### config.mk
export PLATFORM = sky130hd
export DESIGN_NAME = vmca_front
export DESIGN_NICKNAME = d
export VERILOG_FILES = /design/src/vmca_pkg.sv /design/src/vmca_front.sv
export SDC_FILE = /design/constraint.sdc
export NUM_CORES = 1
export LEC_CHECK = 0
export BUFFER_PORTS_ARGS = -buffer_cell sky130_fd_sc_hd__buf_2
export CAP_MARGIN = 10
export CORE_MARGIN = 10
export CORE_UTILIZATION = 40
export DETAILED_ROUTE_END_ITERATION = 10
export PLACE_DENSITY_LB_ADDON = 0.05
export SLEW_MARGIN = 5
export SYNTH_ARGS = -nofsm -noshare
export SYNTH_HDL_FRONTEND = slang
export SYNTH_SLANG_ARGS = --single-unit
### constraint.sdc
create_clock -name vclk -period 2.4
set_input_delay 0.24 -clock vclk [all_inputs]
set_output_delay 0.24 -clock vclk [all_outputs]
set_load 0.01 [all_outputs]
### src/vmca_pkg.sv
// Package: opcodes, status codes, shared types and defaults for the checked ALU.
package vmca_pkg;

    localparam int unsigned DATA_W        = 32;
    localparam int unsigned QUEUE_DEPTH_D = 4;
    localparam int unsigned OUT_DEPTH_D   = 4;

    typedef enum logic [2:0]
    {
        OP_NOP = 3'd0,
        OP_ADD = 3'd1,
        OP_SUB = 3'd2,
        OP_MUL = 3'd3,
        OP_DIV = 3'd4,
        OP_AND = 3'd5,
        OP_OR  = 3'd6,
        OP_XOR = 3'd7
    } op_t;

    typedef enum logic [2:0]
    {
        ST_OK        = 3'd0,
        ST_BADPARAM  = 3'd1,
        ST_OVERFLOW  = 3'd2,
        ST_UNDERFLOW = 3'd3,
        ST_DIVZERO   = 3'd4
    } status_t;

    // Classified instruction handed from front to back.
    typedef struct packed
    {
        op_t                 op;
        logic                sgn;
        logic                pre_err;  // status decided in the front
        status_t             pre_st;
        logic [DATA_W-1:0]   a;
        logic [DATA_W-1:0]   b;
    } instr_t;

    typedef struct packed
    {
        logic [DATA_W-1:0] result;
        logic              write_dest;
        status_t           status;
    } res_t;

endpackage

### src/vmca_front.sv
// Front end: accepts instructions, checks params and operand-only errors.
module vmca_front
    import vmca_pkg::*;
(
    input  logic [2:0]        action,
    input  logic [7:0]        param,
    input  logic [DATA_W-1:0] operand_a,
    input  logic [DATA_W-1:0] operand_b,
    output instr_t            instr
);
    logic arith;
    logic smin;

    always_comb
    begin
        arith = (action == OP_ADD) || (action == OP_SUB) ||
                (action == OP_MUL) || (action == OP_DIV);
        smin  = (operand_a == {1'b1, {(DATA_W-1){1'b0}}}) && (&operand_b);
        instr.op      = op_t'(action);
        instr.sgn     = (param == 8'd1);
        instr.a       = operand_a;
        instr.b       = operand_b;
        instr.pre_err = 1'b0;
        instr.pre_st  = ST_OK;
        if (action == OP_NOP)
        begin
            instr.pre_err = 1'b1;
        end
        else if ((arith && param > 8'd1) || (!arith && param != 8'd0))
        begin
            instr.pre_err = 1'b1;
            instr.pre_st  = ST_BADPARAM;
        end
        else if (action == OP_DIV && operand_b == '0)
        begin
            instr.pre_err = 1'b1;
            instr.pre_st  = ST_DIVZERO;
        end
        else if (action == OP_DIV && param == 8'd1 && smin)
        begin
            instr.pre_err = 1'b1;
            instr.pre_st  = ST_OVERFLOW;
        end
        else if (action == OP_SUB && param == 8'd0 && operand_b > operand_a)
        begin
            instr.pre_err = 1'b1;
            instr.pre_st  = ST_UNDERFLOW;
        end
    end
endmodule

* After elaboration in Yosys (flattened, before gate mapping)
Cells that the tools add are included.
** Word-level totals
- Logic and storage cells :: 32
- Bits of input ports :: 75
- Output and inout bits :: 72
- Bits in registers :: 0
** Cells by class
- Equal/unequal tests :: 6
- $lt $le $gt $ge :: 2
- Reductions and logical operators :: 18
- Mux-type cells :: 6
** Operators by type and width (number)
- $eq 32x32->1 const B :: 1
- $gt 32x32->1 :: 1
- $logic_not 32->1 :: 1
- $reduce_and 32->1 :: 1
- $mux 4 :: 4
- $eq 8x1->1 const B :: 1
- $gt 8x1->1 const B :: 1
- $logic_and 1x1->1 :: 8
- $logic_not 8->1 :: 1
- $reduce_bool 8->1 :: 1
- $eq 3x2->1 const B :: 2
- $logic_or 1x1->1 :: 4
- $eq 3x1->1 const B :: 1
- $eq 3x3->1 const B :: 1
- $logic_not 3->1 :: 1
- $mux 3 :: 1
- $logic_not 1->1 :: 1
- $mux 1 :: 1

* Logic depth before layout (Yosys ltp)
- Depth after elaboration :: 9
- Depth in mapped cells :: 8
- Depth with buffers taken out :: 8

* Worst setup path after synthesis
Ideal clock, no wire load.
- Path kind :: input to output
- From :: input operand_a[14]
- To :: output instr[67] (netlist bit)
- Data required time :: 2.160 ns
- Path slack :: 0.386 ns
- Path buffers :: 0
- Arrival time :: 1.774 ns
- Cell stages on the path :: 8
- Cell sequence :: inv_1 ha_1 a21oi_1 nand2_1 a221o_1 a211o_1 a31oi_1 o2111ai_1
** RTL lines
- from (decl) :: line vmca_front.sv:7 : input logic [DATA_W-1:0] operand_a,
- to (decl) :: line vmca_front.sv:9 : output instr_t instr

==> key figures <==
Outcome
  • Status: finished clean

Final layout
  • FF+latch count: 0
  • Fraction of layout cells with a size suffix above 1: 49.1%
  • Nets: 431
  • Storage cell area: 0 µm²
  • Area delta synth->final: 21.5%
  • ANT cells: 0
  • Clkbuf count: 0

Hold path
  • Tightest Hold Check Type: input port to output pin

Power and ir drop
  • P_sw: 0.000190 W
  • Power per cell area: 171 nW/µm²
  • Total power: 0.000339 W
  • Clock power share: 0%
  • Switching share of power: 55.9%
  • Sequential share of power: 0%
  • Combinational share of power: 100.0%
  • Leakage: 1.17 nW
  • Pint: 0.000150 W
  • Worst vdd ir: 0.0754 mV

Floorplan
  • I/O pin count: 147
  • Initial core utilization: 41.2%
  • CORE AREA: 3970 µm²
  • Full die area: 7050 µm²
  • Rows: 23
  • Die W: 83.9 µm
  • Die Span Y: 83.9 µm

Timing
  • Hold WS: 0.680 ns
  • Slew Viols, Final: 0
  • Final setup fails: 0
  • Maximum clock frequency: 436 MHz
  • Slew at the pin closest to its max-slew limit: 0.424 ns
  • Final setup TNS: 0 ns
  • Worst rel slew slack: 71.5%
  • Final worst-path cycle share: 95.6%
  • Hold Violations, Final: 0
  • RSZ-0062 raised after global routing: no
  • Final min period: 2.30 ns

Synth
  • Post-synthesis sequential area ratio: 0%
  • Leading area contributor after synthesis: buf_4
  • Commonest cells in the netlist: 67 x buf_4, 35 x inv_1, 32 x ha_1
  • Syn_nets: 344
  • Most area-consuming cells after synthesis: buf_4 31%, ha_1 24%, inv_1 8.0%
  • Synth top area share: 30.8%
  • Post-Synthesis Cells: 237
  • Most frequent cell after synthesis: buf_4
  • Netlist Area Pre-Place: 1640 µm²
  • Post-synthesis cell type count: 27
  • Yosys warning total: 0
  • Mean Syn Cell Area: 6.90 µm²

Global route
  • First-pass GRT wire length: 9190 µm
  • Total GRT Usage: 14.7%
  • Vias in the first global route: 2,039
  • Met1 usage: 15.3%
  • Largest net degree at the start of global routing: 8
  • Met3 GRT Util: 2.83%
  • Gr busiest metal: met2
  • Congestion Overflow GR: 0
  • Met2 usage: 30.4%
  • Initial antenna violation count: 0

Drt
  • Routed len/inst: 15.6 µm
  • Post-route ant nets: 0
  • Routed via count: 1,847
  • Routed WL: 5800 µm
  • Drt pass-1 iters: 4
  • Initial drt markers: 22
  • Vias per cell: 4.97
  • # DRC: 0

Worst setup path
  • WP data required: 2.16 ns
  • Critical path type: input port to output pin
  • Max stage delay cell, worst path: nor4_1
  • Worst-path fanout max: 3
  • Worst path arrival time: 2.06 ns
  • CP cell instances: buf_2 -> inv_1 -> ha_1 -> nand4_1 -> nor4_1 -> a211o_1 -> a31oi_4 -> o31ai_1 -> buf_2
  • Setup crit start kind: input port
  • CP dominant cell by count: buf_2
  • Crit end category: output pin
  • CP top delay family: simple AND/OR/NAND/NOR gates
  • Worst Path Buf+Inv: 3
  • Max incr delay on CP: 0.45 ns

Flow run
  • Max-cap violation count: 0

Placement
  • DP Wirelength: 5420 µm
  • RePlAce Congestion: 0.861
  • Port bufs: 147
[cell type report]
type / count / area [µm²]
multi-input cells: 135 / 1020
inverters: 35 / 131
well taps: 50 / 62.6
fillers: 428 / 1980
repair buffers: 152 / 773
[layer usage]
metal,vias to the layer above,part of all wire [%]
met4,0,0.10
met5,-,0
li1,952,-
met1,822,40
met2,71,54
met3,2,5.8
[logic make-up after synthesis]
logic type	share of synthesized area [%]
buffers and inverters	38.8
AND/OR/NAND/NOR	25.1
adder cells (fa/ha/maj)	24.5
AO/OA/AOI/OAI	11.6
[power by group through the flow]
stage	clock network (W)	logic [W]	registers [W]
floorplan	0	0.000225	0
global placement	0	0.000336	0
detailed placement	0	0.000338	0
CTS	0	0.000342	0
global route	0	0.000382	0
finish	0	0.000339	0
[cell usage in the layout (no fill, tap or decap), types with 2 or more instances in the layout]
cell       n
nor4_1    19
buf_2    147
nand2_1   17
nand3_1    6
o21ai_0    6
nand4_1   16
buf_4      5
nor4b_1    2
inv_1     35
a21oi_1   12
ha_1      32
nor2_1     7
[through the flow]
stage          utilization [%]  cell area (µm²)  instances  worst slack [ns]
3_3_place_gp              49.6             1970        372            0.0366
3_5_place_dp              49.6             1970        372           0.00956
2_1_floorplan                -             1640        237             0.386
5_1_grt                   50.0             1990        372           0.00150
6_report                  50.0             1990        372             0.105
4_1_cts                   49.7             1970        372            0.0441
[what timing repair did]
| item | in CTS | in global routing |
|---|---|---|
| resized for setup | 1 | 2 |
| setup endpoints to repair | 1 | 3 |
| hold buffers | 0 | 0 |
| setup buffers | 0 | 0 |
| pin swaps | 0 | 2 |
[worst paths after layout]
kind,startpoint,to,slack [ns],depth (start not counted)
hold / removal,operand_a[31],instr[63],0.68,2
setup / recovery,operand_a[14],instr[65],0.10,9
Power figures use the tool's default switching activity.
