File: src/vmca_pkg.sv
// Package: opcodes, status codes, shared types and defaults for the checked ALU.
package vmca_pkg;

    localparam int unsigned DATA_W        = 32;
    localparam int unsigned QUEUE_DEPTH_D = 4;
    localparam int unsigned OUT_DEPTH_D   = 4;

    typedef enum logic [2:0]
    {
        OP_NOP = 3'd0,
        OP_ADD = 3'd1,
        OP_SUB = 3'd2,
        OP_MUL = 3'd3,
        OP_DIV = 3'd4,
        OP_AND = 3'd5,
        OP_OR  = 3'd6,
        OP_XOR = 3'd7
    } op_t;

    typedef enum logic [2:0]
    {
        ST_OK        = 3'd0,
        ST_BADPARAM  = 3'd1,
        ST_OVERFLOW  = 3'd2,
        ST_UNDERFLOW = 3'd3,
        ST_DIVZERO   = 3'd4
    } status_t;

    // Classified instruction handed from front to back.
    typedef struct packed
    {
        op_t                 op;
        logic                sgn;
        logic                pre_err;  // status decided in the front
        status_t             pre_st;
        logic [DATA_W-1:0]   a;
        logic [DATA_W-1:0]   b;
    } instr_t;

    typedef struct packed
    {
        logic [DATA_W-1:0] result;
        logic              write_dest;
        status_t           status;
    } res_t;

endpackage

File: src/vmca_fifo.sv
// Small synchronous FIFO with registered storage.
module vmca_fifo
    import vmca_pkg::*;
#(
    parameter int unsigned DEPTH = QUEUE_DEPTH_D,
    parameter int unsigned WIDTH = 8
)
(
    input  logic             clk,
    input  logic             rst_n,
    input  logic             wr_en,
    input  logic [WIDTH-1:0] wr_data,
    input  logic             rd_en,
    output logic [WIDTH-1:0] rd_data,
    output logic             full,
    output logic             empty
);
    localparam int unsigned AW = (DEPTH > 1) ? $clog2(DEPTH) : 1;

    logic [WIDTH-1:0] mem [DEPTH];
    logic [AW-1:0]    wp_reg, rp_reg;
    logic [AW:0]      cnt_reg;

    assign full    = (cnt_reg == (AW+1)'(DEPTH));
    assign empty   = (cnt_reg == '0);
    assign rd_data = mem[rp_reg];

    always_ff @(posedge clk)
    begin
        if (wr_en && !full)
        begin
            mem[wp_reg] <= wr_data;
        end
    end

    always_ff @(posedge clk or negedge rst_n)
    begin
        if (!rst_n)
        begin
            wp_reg  <= '0;
            rp_reg  <= '0;
            cnt_reg <= '0;
        end
        else
        begin
            if (wr_en && !full)
            begin
                wp_reg <= (wp_reg == AW'(DEPTH-1)) ? '0 : wp_reg + 1'b1;
            end
            if (rd_en && !empty)
            begin
                rp_reg <= (rp_reg == AW'(DEPTH-1)) ? '0 : rp_reg + 1'b1;
            end
            cnt_reg <= cnt_reg + (AW+1)'(wr_en && !full) - (AW+1)'(rd_en && !empty);
        end
    end
endmodule

File: config.mk
export PLATFORM = sky130hd
export DESIGN_NAME = vmca_fifo
export DESIGN_NICKNAME = d
export VERILOG_FILES = /design/src/vmca_pkg.sv /design/src/vmca_fifo.sv
export SDC_FILE = /design/constraint.sdc
export NUM_CORES = 1
export LEC_CHECK = 0
export ABC_AREA = 1
export BUFFER_PORTS_ARGS = -buffer_cell sky130_fd_sc_hd__buf_4
export CAP_MARGIN = 25
export CORE_UTILIZATION = 64
export CTS_BUF_LIST = sky130_fd_sc_hd__clkbuf_8
export DETAILED_ROUTE_END_ITERATION = 16
export PLACE_DENSITY = 0.95
export SLEW_MARGIN = 20
export SYNTH_ARGS = -nofsm -noshare
export SYNTH_HDL_FRONTEND = slang
export SYNTH_SLANG_ARGS = --single-unit
File: constraint.sdc
create_clock -name clk -period 5 [get_ports clk]
set_input_delay 0.25 -clock clk [delete_from_list [all_inputs] [get_ports clk]]
set_output_delay 0.25 -clock clk [all_outputs]
set_load 0.02 [all_outputs]
## Word level (Yosys, flattened, before mapping)

Memories as Yosys holds them, arrays and structs flattened.
Index checks and enable logic that the tools add are counted.

| cells by class | value |
|---|---|
| $add $sub $neg | 4 |
| equal/unequal tests | 3 |
| muxes and demuxes | 4 |
| reductions and logical operators | 5 |

Operator list:

| operator | number |
|---|---|
| $add A2 B1 Y2 const B | 2 |
| $eq A2 B2 Y1 const B | 2 |
| $mux W2 | 2 |
| $add A3 B1 Y3 | 1 |
| $eq A3 B3 Y1 const B | 1 |
| $logic_not A3 Y1 | 1 |
| $sub A3 B1 Y3 | 1 |
| $logic_and A1 B1 Y1 | 2 |
| $logic_not A1 Y1 | 2 |
| $mux W1 | 2 |

| word-level totals | value |
|---|---|
| flip-flop bits (word level) | 7 |
| RAM bits | 32 |
| input bits | 12 |
| output and inout port bits | 10 |
| word-level logic and storage cells | 20 |
| memories kept | 1 |

Memories:

| memory | words | bits a word | rd ports | clocked after memory_dff | wr ports | line | text |
|---|---|---|---|---|---|---|---|
| mem | 4 | 8 | 1 | 0 | 1 | vmca_fifo.sv:20 | `logic [WIDTH-1:0] mem [DEPTH];` |

## Depth between registers and ports, before layout

Gate-level depths: netlist (run 1).

| depth | value |
|---|---|
| depth after elaboration | 5 |
| gate-level depth with buffers | 10 |
| mapped depth without buffers | 10 |

## Worst setup path after synthesis (run 1)

Ideal clock, no wire load.

| timing path | value |
|---|---|
| kind | flip-flop to flip-flop |
| from | register cnt_reg[1] |
| to | register cnt_reg[2] |
| setup time | 0.065 ns |
| arrival time | 1.781 ns |
| required time | 4.935 ns |
| path slack | 3.154 ns |
| stages on the path, launching flop included | 11 |
| path buffers | 0 |
| clock period less this slack | 1.846 ns |
| path through | dfrtp_1 nor2_2 nand2_1 nand2_1 inv_1 ha_1 inv_1 ha_1 fa_1 nand3b_1 nand2_1 |

| between the ends | value |
|---|---|
| word-level cells in the longest chain between the ends | 5 |
| elaborated cells between the ends (all ways) | 8 |
| classes of those cells | 2 x add/sub; 1 x eq/ne; 5 x reduce/logical |

Ends and longest elaborated chain:

| what | line | text |
|---|---|---|
| from (decl) | vmca_fifo.sv:22 | `logic [AW:0] cnt_reg;` |
| from (signal assigned) | vmca_fifo.sv:54 | `cnt_reg <= cnt_reg + (AW+1)'(wr_en && !full) - (AW+1)'(rd_en && !empty);` |
| $eq A3 B3 Y1 | vmca_fifo.sv:24 | `assign full = (cnt_reg == (AW+1)'(DEPTH));` |
| $logic_not A1 Y1 | vmca_fifo.sv:54 |  |
| $logic_and A1 B1 Y1 | vmca_fifo.sv:54 |  |
| $add A3 B1 Y3 | vmca_fifo.sv:54 |  |
| $sub A3 B1 Y3 (*) | vmca_fifo.sv:54 |  |

Mark *: on every way between the ends. The rest lies on a longest branch, timed or not.
A chain may end at the register's enable or synchronous reset.

## Worst setup path after layout (run 1)

| timing path | value |
|---|---|
| from | register rp_reg[0] |
| to | output port rd_data[7] |

| between the ends | value |
|---|---|
| word-level cells in the longest chain between the ends | 1 |

Ends and longest elaborated chain:

| what | line | text |
|---|---|---|
| from (decl) | vmca_fifo.sv:21 | `logic [AW-1:0] wp_reg, rp_reg;` |
| from (signal assigned) | vmca_fifo.sv:52 | `rp_reg <= (rp_reg == AW'(DEPTH-1)) ? '0 : rp_reg + 1'b1;` |
| $mem_v2 Z4 W8 | - |  |
| to (decl) | vmca_fifo.sv:14 | `output logic [WIDTH-1:0] rd_data,` |

Every way passes these cells.

==> results of run 1 <==
==> layout by cell type (no fill, tap or decap), drive strengths merged, types with 4 or more instances in the layout <==
cell	count
dfrtp	7
nor2	7
ha	7
edfxtp	32
clkbuf	5
nand2	41
buf	21
nand3	4
inv	30
o211ai	16
==> power by group through the flow <==
| stage | sequential, uW | clock [uW] | combinational, uW |
|---|---|---|---|
| finish | 521 | 249 | 450 |
| global route | 529 | 264 | 506 |
| CTS | 520 | 252 | 455 |
| detailed placement | 527 | 0 | 447 |
| global placement | 518 | 0 | 417 |
| floorplan | 473 | 0 | 367 |
==> final timing paths <==
kind | start | to | slack (ns) | cells after the start
worst min-delay path | wr_data[6] | mem[3][6] | 0.16 | 1
worst max-delay path | rp_reg[0] | rd_data[7] | 2.89 | 4
min in group asynchronous | rst_n | cnt_reg[2] | 0.30 | 2
max in group asynchronous | rst_n | rp_reg[0] | 4.57 | 2
worst min register to register | cnt_reg[0] | cnt_reg[0] | 0.54 | 1
worst max register to register | cnt_reg[1] | cnt_reg[2] | 3.03 | 10
==> metal layers <==
metal | vias to the layer above | GRT usage
li1 | 540 | -
met1 | 516 | 0.2539
met2 | 32 | 0.3902
met3 | 2 | 0.08056
met4 | 0 | 0.1239
met5 | - | 0
==> cells by family after synthesis <==
kind of cell	share of synthesized area
AO/OA/AOI/OAI	0.07117
adder cells (fa/ha/maj)	0.06121
buffers and inverters	0.09608
flip-flops	0.6463
AND/OR/NAND/NOR	0.1253
==> what timing repair did <==
action	in CTS	in global routing
buffers inserted	0	0
hold endpoints to repair	7	0
resized for setup	0	0
hold buffers	1	0
==> worst max-delay path, cell delays in order (launching register included) <==
cell,delay [ns]
dfrtp_1,1.02
nand2_1,0.15
o211ai_1,0.13
nand2_1,0.11
buf_4,0.17
==> layout make-up <==
class,instances,share of cell area
Tap cell,30,0.01863
Sequential cell,39,0.5640
Clock buffer,5,0.03416
Inverter,30,0.05590
Multi-Input combinational cell,77,0.2248
Timing Repair Buffer,22,0.08323
Clock inverter,3,0.01925
==> per-stage QoR <==
stage / instance area [um^2] / instances / hold slack (ns)
6_report: 2014 / 206 / 0.1571
3_5_place_dp: 1897 / 197 / 0.06908
3_3_place_gp: 1897 / 197 / 0.06574
5_1_grt: 2014 / 206 / 0.1498
4_1_cts: 2014 / 206 / 0.1486
2_1_floorplan: 1758 / 151 / -0.04559
==> impl_metrics.json, run 1 <==
{
  "status": "completed",
  "p_seq_frac": 0.427,
  "cts_root_buffer": "clkbuf_8",
  "antenna_found_initial": 0,
  "drcViolationCount": 0,
  "met2_length_um": 1593,
  "final_hold_viol_count": 0,
  "met3_length_um": 128,
  "cts.path.max_buffers": 2,
  "globalRouteOverflowTotal": 0,
  "area.growth.synth_to_final_pct": 14.59,
  "io_pins": 22,
  "pwr-share-comb": 0.369,
  "arrival_ns": 1.86,
  "slew_viol_final": 0,
  "rsz0062_at_grt": "no",
  "gp_congestion": 0.7192,
  "vdd_drop_max_uv": 424.3,
  "period_share": 0.4218,
  "port_buffers": 21,
  "wl_met1_um": 1193,
  "synthTopCellsByArea": "edfxtp_1 55%, dfrtp_1 10%, nand2_1 8.3%, inv_1 6.4%, o211ai_1 6.4%",
  "internal_power_uw": 763.5,
  "syn_inst": 151,
  "setup_viol": 0,
  "drive_gt1_frac": 0.1818,
  "die_x_um": 54.41,
  "register_area_mm2": 0.001136,
  "grt_pass1_wl_um": 4395,
  "n_antenna_cell": 0,
  "synth_top_area_frac": 0.5466,
  "yosysMostFrequentCell": "nand2_1",
  "synth.largest_area_cell": "edfxtp_1",
  "hold_path.class": "in -> reg",
  "crit_required_ns": 4.75,
  "vias": 1090,
  "synth_seq_area_share": 0.6463,
  "cts_sinks": 39,
  "largest_register_ffs": 32,
  "setup-tns-final_ns": 0,
  "drt_iter0_drc": 28,
  "finalWirelength_um": 2928,
  "fillers": 155,
  "htree_levels": 2,
  "cellPowerDensity_mw_per_mm2": 605.8,
  "syn-num-nets": 171,
  "finalPower_uw": 1220,
  "ys_async_sr_fraction": 0.1795,
  "clk_pin_slew_worst_paths_ns": 0.07,
  "highest_layer": "met4",
  "fin_crit_ns": 2.109,
  "die_area_mm2": 0.002960,
  "grt_pass1_vias": 1042,
  "ant_nets": 0,
  "ys_types": 15,
  "worstMarginPinSlew_ns": 1.030,
  "cap_violations": 0,
  "cts_tree": "built",
  "start_util": 0.6908,
  "fin_util": 0.7915,
  "worstSetupPathType": "reg -> out",
  "multi_input_area_um2": 452.9,
  "via_per_inst": 5.291,
  "fin_worst_skew_ns": 0.006641,
  "clk_latency_ns": 0.29,
  "dpl.hpwl_um": 1987,
  "fp.dieH_um": 54.41,
  "postLayoutSetupSlackWorst_ns": 2.891,
  "p_sw_uw": 456.8,
  "synth.cell_area_mm2": 0.001758,
  "start_kind": "flip-flop",
  "synth-warning-count": 0,
  "cts_buffers": 5,
  "synth_ff_type": "edfxtp_1",
  "syn_area_per_cell_um2": 11.64,
  "fp-row-count": 18,
  "critPathMaxFanout": 35,
  "p_clk_frac": 0.204,
  "firstDrtPassIters": 4,
  "synthTopCellsByCount": "39 x nand2_1, 32 x edfxtp_1, 30 x inv_1",
  "wl_per_cell_um": 14.21,
  "ys_ff_latch": 39,
  "grt_max_degree": 36,
  "place_ws_ns": 3.028,
  "grt_use_total": 0.2309,
  "fmax_mhz": 474.2,
  "synth_edf_count": 32,
  "endpoint_kind": "primary output",
  "cellLeakagePower_uw": 0.0009068,
  "switching_share": 0.3743,
  "slew_headroom": 0.3130,
  "nNetsFinal": 195,
  "coreArea_mm2": 0.002545
}
(Power assumes the default switching activity.)
==> run 2: changes to the inputs <==
--- a/config.mk
+++ b/config.mk
@@ -8,10 +8,10 @@
 export ABC_AREA = 1
 export BUFFER_PORTS_ARGS = -buffer_cell sky130_fd_sc_hd__buf_4
 export CAP_MARGIN = 25
-export CORE_UTILIZATION = 64
+export CORE_UTILIZATION = 53
 export CTS_BUF_LIST = sky130_fd_sc_hd__clkbuf_8
 export DETAILED_ROUTE_END_ITERATION = 16
-export PLACE_DENSITY = 0.95
+export PLACE_DENSITY = 0.87
 export SLEW_MARGIN = 20
 export SYNTH_ARGS = -nofsm -noshare
 export SYNTH_HDL_FRONTEND = slang
==> constraint.sdc (replaced) <==
create_clock -name clk -period 1.7 [get_ports clk]
set_input_delay 0.085 -clock clk [delete_from_list [all_inputs] [get_ports clk]]
set_output_delay 0.085 -clock clk [all_outputs]
set_load 0.02 [all_outputs]
==> run 2 against run 1 <==
Against the previous run:
- the flow now finishes with violations (setup timing)
- global-route usage down 3.6 points
- critical endpoint is now cnt_reg[2]
- wire length up 8.7%
- clock power rose to 2.5 times the previous value
- largest power group is now combinational logic
- sequential power rose to 2.7 times the previous value
- first-iteration DRC count up 79%
- highest routed layer unchanged
==> impl_metrics.json, run 2 (same netlist as run 1, synthesis figures left out) <==
{
  "status": "complete, but fails checks",
  "violations": "setup timing",
  "crit_required_ns": 1.94,
  "cts_sinks": 39,
  "wl_per_cell_um": 13.10,
  "fillers": 205,
  "cap_violations": 0,
  "slowest_delay_ns": 0.39,
  "setup_viol": 2,
  "fin_crit_ns": 1.832,
  "clk_pin_slew_worst_paths_ns": 0.07,
  "cellLeakagePower_uw": 0.001003,
  "cpMostUsedCell": "nand2_1",
  "hold_ws_ns": 0.04546,
  "largest_register_ffs": 32,
  "final_hold_viol_count": 0,
  "rsz0062_at_grt": "yes",
  "area.growth.synth_to_final_pct": 27.54,
  "endpoint_kind": "flip-flop",
  "die_area_mm2": 0.003551,
  "cellPowerDensity_mw_per_mm2": 1679,
  "fin_util": 0.7226,
  "postLayoutSetupSlackWorst_ns": -0.1316,
  "final_cell_mix": "39 x nand2_1, 36 x buf_4, 32 x edfxtp_1, 28 x inv_1, 15 x o211ai_1",
  "critPathMaxFanout": 2,
  "cts_tree": "built",
  "grt_use_total": 0.1953,
  "worstMarginPinSlew_ns": 0.3184,
  "port_buffers": 21,
  "arrival_ns": 2.07,
  "gp_congestion": 0.7168,
  "worstSetupPathType": "reg -> reg",
  "fmax_mhz": 546.0,
  "die_x_um": 59.59,
  "htree_levels": 2,
  "via_per_inst": 4.798,
  "slew_headroom": 0.7877,
  "cp_num_buf_inv": 2,
  "grt_pass1_wl_um": 4719,
  "io_pins": 22,
  "clk_latency_ns": 0.30,
  "path_delay_family": "adder cells",
  "fp-row-count": 20,
  "coreArea_mm2": 0.003103,
  "drcViolationCount": 0,
  "drt_iter0_drc": 50,
  "r2r_start": "cnt_reg[0]",
  "drive_gt1_frac": 0.2663,
  "fp.dieH_um": 59.59,
  "hold_start": "rd_en",
  "cp-startpoint": "cnt_reg[0]",
  "finalWirelength_um": 3183,
  "globalRouteOverflowTotal": 0,
  "grt_pass1_vias": 1117,
  "grt_max_degree": 36,
  "slew_viol_final": 0,
  "period_share": 1.077,
  "nNetsFinal": 218,
  "start_util": 0.5665,
  "start_kind": "flip-flop",
  "vias": 1166,
  "cts_root_buffer": "clkbuf_8",
  "cts.path.max_buffers": 2,
  "dpl.hpwl_um": 2081,
  "firstDrtPassIters": 4,
  "cpMaxStageDelayCell": "dfrtp_1",
  "cts_buffers": 5,
  "layout_commonest_cell": "nand2_1",
  "n_antenna_cell": 0,
  "hold_path.class": "in -> reg",
  "antenna_found_initial": 0,
  "ant_nets": 0,
  "vdd_drop_max_uv": 921.5,
  "fin_worst_skew_ns": 0.008097,
  "path_cells": "nor2_2 -> nand2_1 -> nand2_1 -> inv_2 -> ha_4 -> inv_2 -> ha_4 -> fa_2 -> nand3b_1 -> nand2_1"
}
run 2: cell count changes in the layout (fill, tap and decap cells not counted), sizes merged:
| cell | previous run | this run |
|---|---|---|
| buf | 21 | 36 |
| dlygate4sd3 | 1 | 9 |
| clkinv | 2 | 0 |
| clkinvlp | 0 | 2 |
| bufinv | 1 | 0 |
| inv | 30 | 31 |
run 2: worst min-delay path, stage by stage:
cell	delay, ns
buf_4	0.09
nand3_1	0.06
nand2_1	0.07
run 2: path summary, 6_finish.rpt:
kind | to | slack [ns] | depth (start not counted)
max | cnt_reg[2] | -0.13 | 10
min | rp_reg[0] | 0.05 | 3
max reg2reg | cnt_reg[2] | -0.13 | 10
min reg2reg | wp_reg[1] | 0.56 | 2
max in group asynchronous | rp_reg[1] | 1.44 | 2
min in group asynchronous | wp_reg[1] | 0.12 | 2
run 2: repair_timing:
action / in CTS / in global routing
gates cloned: 0 / 0
pin swaps: 4 / 3
hold buffers: 9 / 0
hold endpoints to repair: 39 / 0
endpoints found under the setup margin: 2 / 2
buffers inserted: 1 / 1
resized for setup: 1 / 4
run 2: final cells by class:
| cell class | instances | area [um^2] | area share |
|---|---|---|---|
| Tap cell | 44 | 55.05 | 0.02455 |
| Clock inverter | 3 | 23.77 | 0.01060 |
| Sequential cell | 39 | 1136 | 0.5067 |
| Multi-Input combinational cell | 77 | 485.5 | 0.2165 |
| Clock buffer | 5 | 68.82 | 0.03069 |
| Timing Repair Buffer | 45 | 360.3 | 0.1607 |
| Inverter | 30 | 112.6 | 0.05022 |
run 2: routing by layer:
layer  share of wire  track usage  up-vias
met1            0.41       0.2059      542
met3           0.047      0.08297        7
li1                -            -      587
met2            0.52       0.3274       30
met4           0.022       0.1096        0
met5               0            0        -
run 2: report_power, final:
group	total, uW	leakage (uW)	internal (uW)	switching, uW
clock network	633	0.0000408	293	341
logic	1730	0.000585	737	989
registers	1400	0.000377	1290	119
total	3760	0.00100	2310	1450
run 2: per-stage QoR:
| step | TNS (ns) | instance area (um^2) | cells | power, uW | setup WS (ns) |
|---|---|---|---|---|---|
| after floorplan | -0.1756 | 1763 | 151 | 2481 | -0.1023 |
| after global placement | -0.04840 | 2017 | 224 | 2918 | -0.03951 |
| after detailed placement | -0.1728 | 2017 | 224 | 3020 | -0.1082 |
| after CTS | -0.1514 | 2212 | 242 | 3680 | -0.09666 |
| after global routing | -0.4371 | 2242 | 243 | 4026 | -0.2590 |
| final | -0.2322 | 2242 | 243 | 3764 | -0.1316 |
==> run 3: changes to the inputs <==
==> constraint.sdc (replaced) <==
create_clock -name clk -period 1.7 [get_ports clk]
set_input_delay 0.34 -clock clk [delete_from_list [all_inputs] [get_ports clk]]
set_output_delay 0.34 -clock clk [all_outputs]
set_load 0.02 [all_outputs]
==> run 3 against run 2 <==
Against the previous run:
- the flow still finishes with violations (setup timing)
- die area stayed put
- critical path depth unchanged
- critical path type unchanged
- clock skew barely moved
- hold slack better by 0.20 ns
- first-iteration DRC count is 16% higher
- highest routed layer unchanged
- sequential power about the same
- sequential share of layout area decreased by 1.3 points
- clock-buffer cell count unchanged
==> impl_metrics.json, run 3 (same netlist as run 1, synthesis figures left out) <==
{
  "status": "complete, but fails checks",
  "violations": "setup timing",
  "coreArea_mm2": 0.003103,
  "drive_gt1_frac": 0.3515,
  "clk_pin_slew_worst_paths_ns": 0.08,
  "final_hold_viol_count": 0,
  "n_antenna_cell": 0,
  "nNetsFinal": 221,
  "globalRouteOverflowTotal": 0,
  "fp-row-count": 20,
  "arrival_ns": 2.10,
  "fp.dieH_um": 59.59,
  "vdd_drop_max_uv": 990.6,
  "grt_pass1_vias": 1179,
  "endpoint_kind": "flip-flop",
  "ant_nets": 0,
  "largest_register_ffs": 32,
  "instances_no_fill": 246,
  "die_x_um": 59.59,
  "fin_worst_skew_ns": 0.008367,
  "die_area_mm2": 0.003551,
  "vias": 1223,
  "fillers": 213,
  "layout_commonest_cell": "buf_4",
  "worstMarginPinSlew_ns": 0.2595,
  "firstDrtPassIters": 4,
  "hold_ws_ns": 0.2496,
  "cts_root_buffer": "clkbuf_8",
  "clk_latency_ns": 0.29,
  "drcViolationCount": 0,
  "fin_crit_ns": 1.866,
  "register_area_mm2": 0.001137,
  "final_cell_mix": "37 x buf_4, 34 x nand2_1, 32 x edfxtp_1, 27 x inv_1, 15 x o211ai_1",
  "grt_pass1_wl_um": 5209,
  "port_buffers": 21,
  "crit_required_ns": 1.94,
  "cts_tree": "built",
  "slew_headroom": 0.8268,
  "drt_iter0_drc": 58,
  "via_per_inst": 4.972,
  "io_pins": 22,
  "hold_path.class": "in -> reg",
  "cts.path.max_buffers": 2,
  "dpl.hpwl_um": 2087,
  "cellLeakagePower_uw": 0.001042,
  "period_share": 1.098,
  "worstSetupPathType": "reg -> reg",
  "critPathMaxFanout": 2,
  "antenna_found_initial": 0,
  "cts_buffers": 5,
  "postLayoutSetupSlackWorst_ns": -0.1659,
  "multi_input_area_um2": 503.0,
  "grt_max_degree": 36,
  "cts_sinks": 39,
  "slew_viol_final": 0,
  "setup_viol": 6,
  "cap_violations": 0,
  "fmax_mhz": 535.9,
  "cellPowerDensity_mw_per_mm2": 1751,
  "rsz0062_at_grt": "yes",
  "start_kind": "flip-flop",
  "htree_levels": 2,
  "gp_congestion": 0.7107,
  "start_util": 0.5665,
  "dpl.cell_count": 224,
  "grt_use_total": 0.2211,
  "area.growth.synth_to_final_pct": 31.10,
  "finalWirelength_um": 3658,
  "wl_per_cell_um": 14.87
}
-- run 3: path summary, 6_finish.rpt --
kind                                  from         end  slack, ns  cells after the start
worst max-delay path            cnt_reg[1]  cnt_reg[2]      -0.17                     10
worst min-delay path            wr_data[0]   mem[3][0]       0.25                      1
worst max register to register  cnt_reg[1]  cnt_reg[2]      -0.17                     10
worst min register to register   wp_reg[1]   wp_reg[1]       0.55                      2
max in group asynchronous            rst_n  cnt_reg[2]       1.17                      2
min in group asynchronous            rst_n   wp_reg[0]       0.39                      2
-- run 3: per-layer routing --
| metal | vias to the layer above | global-route usage | part of all wire |
|---|---|---|---|
| met2 | 43 | 0.3644 | 0.53 |
| met1 | 576 | 0.2426 | 0.38 |
| met5 | - | 0 | 0 |
| met4 | 0 | 0.1728 | 0.029 |
| li1 | 591 | - | - |
| met3 | 13 | 0.05677 | 0.058 |
-- run 3: critical path: stages (launching register included) --
cell and delay, ns:
dfrtp_1 0.43, nor2_2 0.18, nand2_2 0.09, nand2_2 0.07, inv_2 0.05, ha_4 0.25, inv_2 0.04, ha_4 0.14
fa_2 0.33, nand3b_1 0.17, nand2_1 0.06
-- run 3: power breakdown --
part           leakage (uW)  internal (uW)  total (uW)  switching (uW)
clock             0.0000453            280         596             315
sequential         0.000376           1290        1410             117
combinational      0.000620            920        2030            1110
-- run 3: layout make-up --
cell class,count,area share
Inverter,30,0.04995
Multi-Input combinational cell,77,0.2182
Clock inverter,3,0.007058
Tap cell,44,0.02389
Timing Repair Buffer,48,0.1775
Sequential cell,39,0.4935
Clock buffer,5,0.02986
-- run 3: per-stage QoR --
stage | util | power, uW | setup TNS, ns | worst slack, ns | instance area, um^2
detailed placement | 0.6540 | 3074 | -0.2231 | -0.1345 | 2029
finish | 0.7427 | 4035 | -0.5802 | -0.1659 | 2305
global route | 0.7427 | 4286 | -1.195 | -0.2573 | 2305
global placement | 0.6540 | 2954 | -0.04874 | -0.03937 | 2029
floorplan | - | 2481 | -0.1756 | -0.1023 | 1763
CTS | 0.7181 | 3812 | -0.2072 | -0.1117 | 2228
-- run 3: what timing repair did --
action | CTS | global route
pin swaps | 4 | 4
gates resized for setup | 9 | 15
endpoints found under the hold margin | 7 | 0
hold buffers | 1 | 0
setup buffers | 10 | 3
setup endpoints to repair | 2 | 7
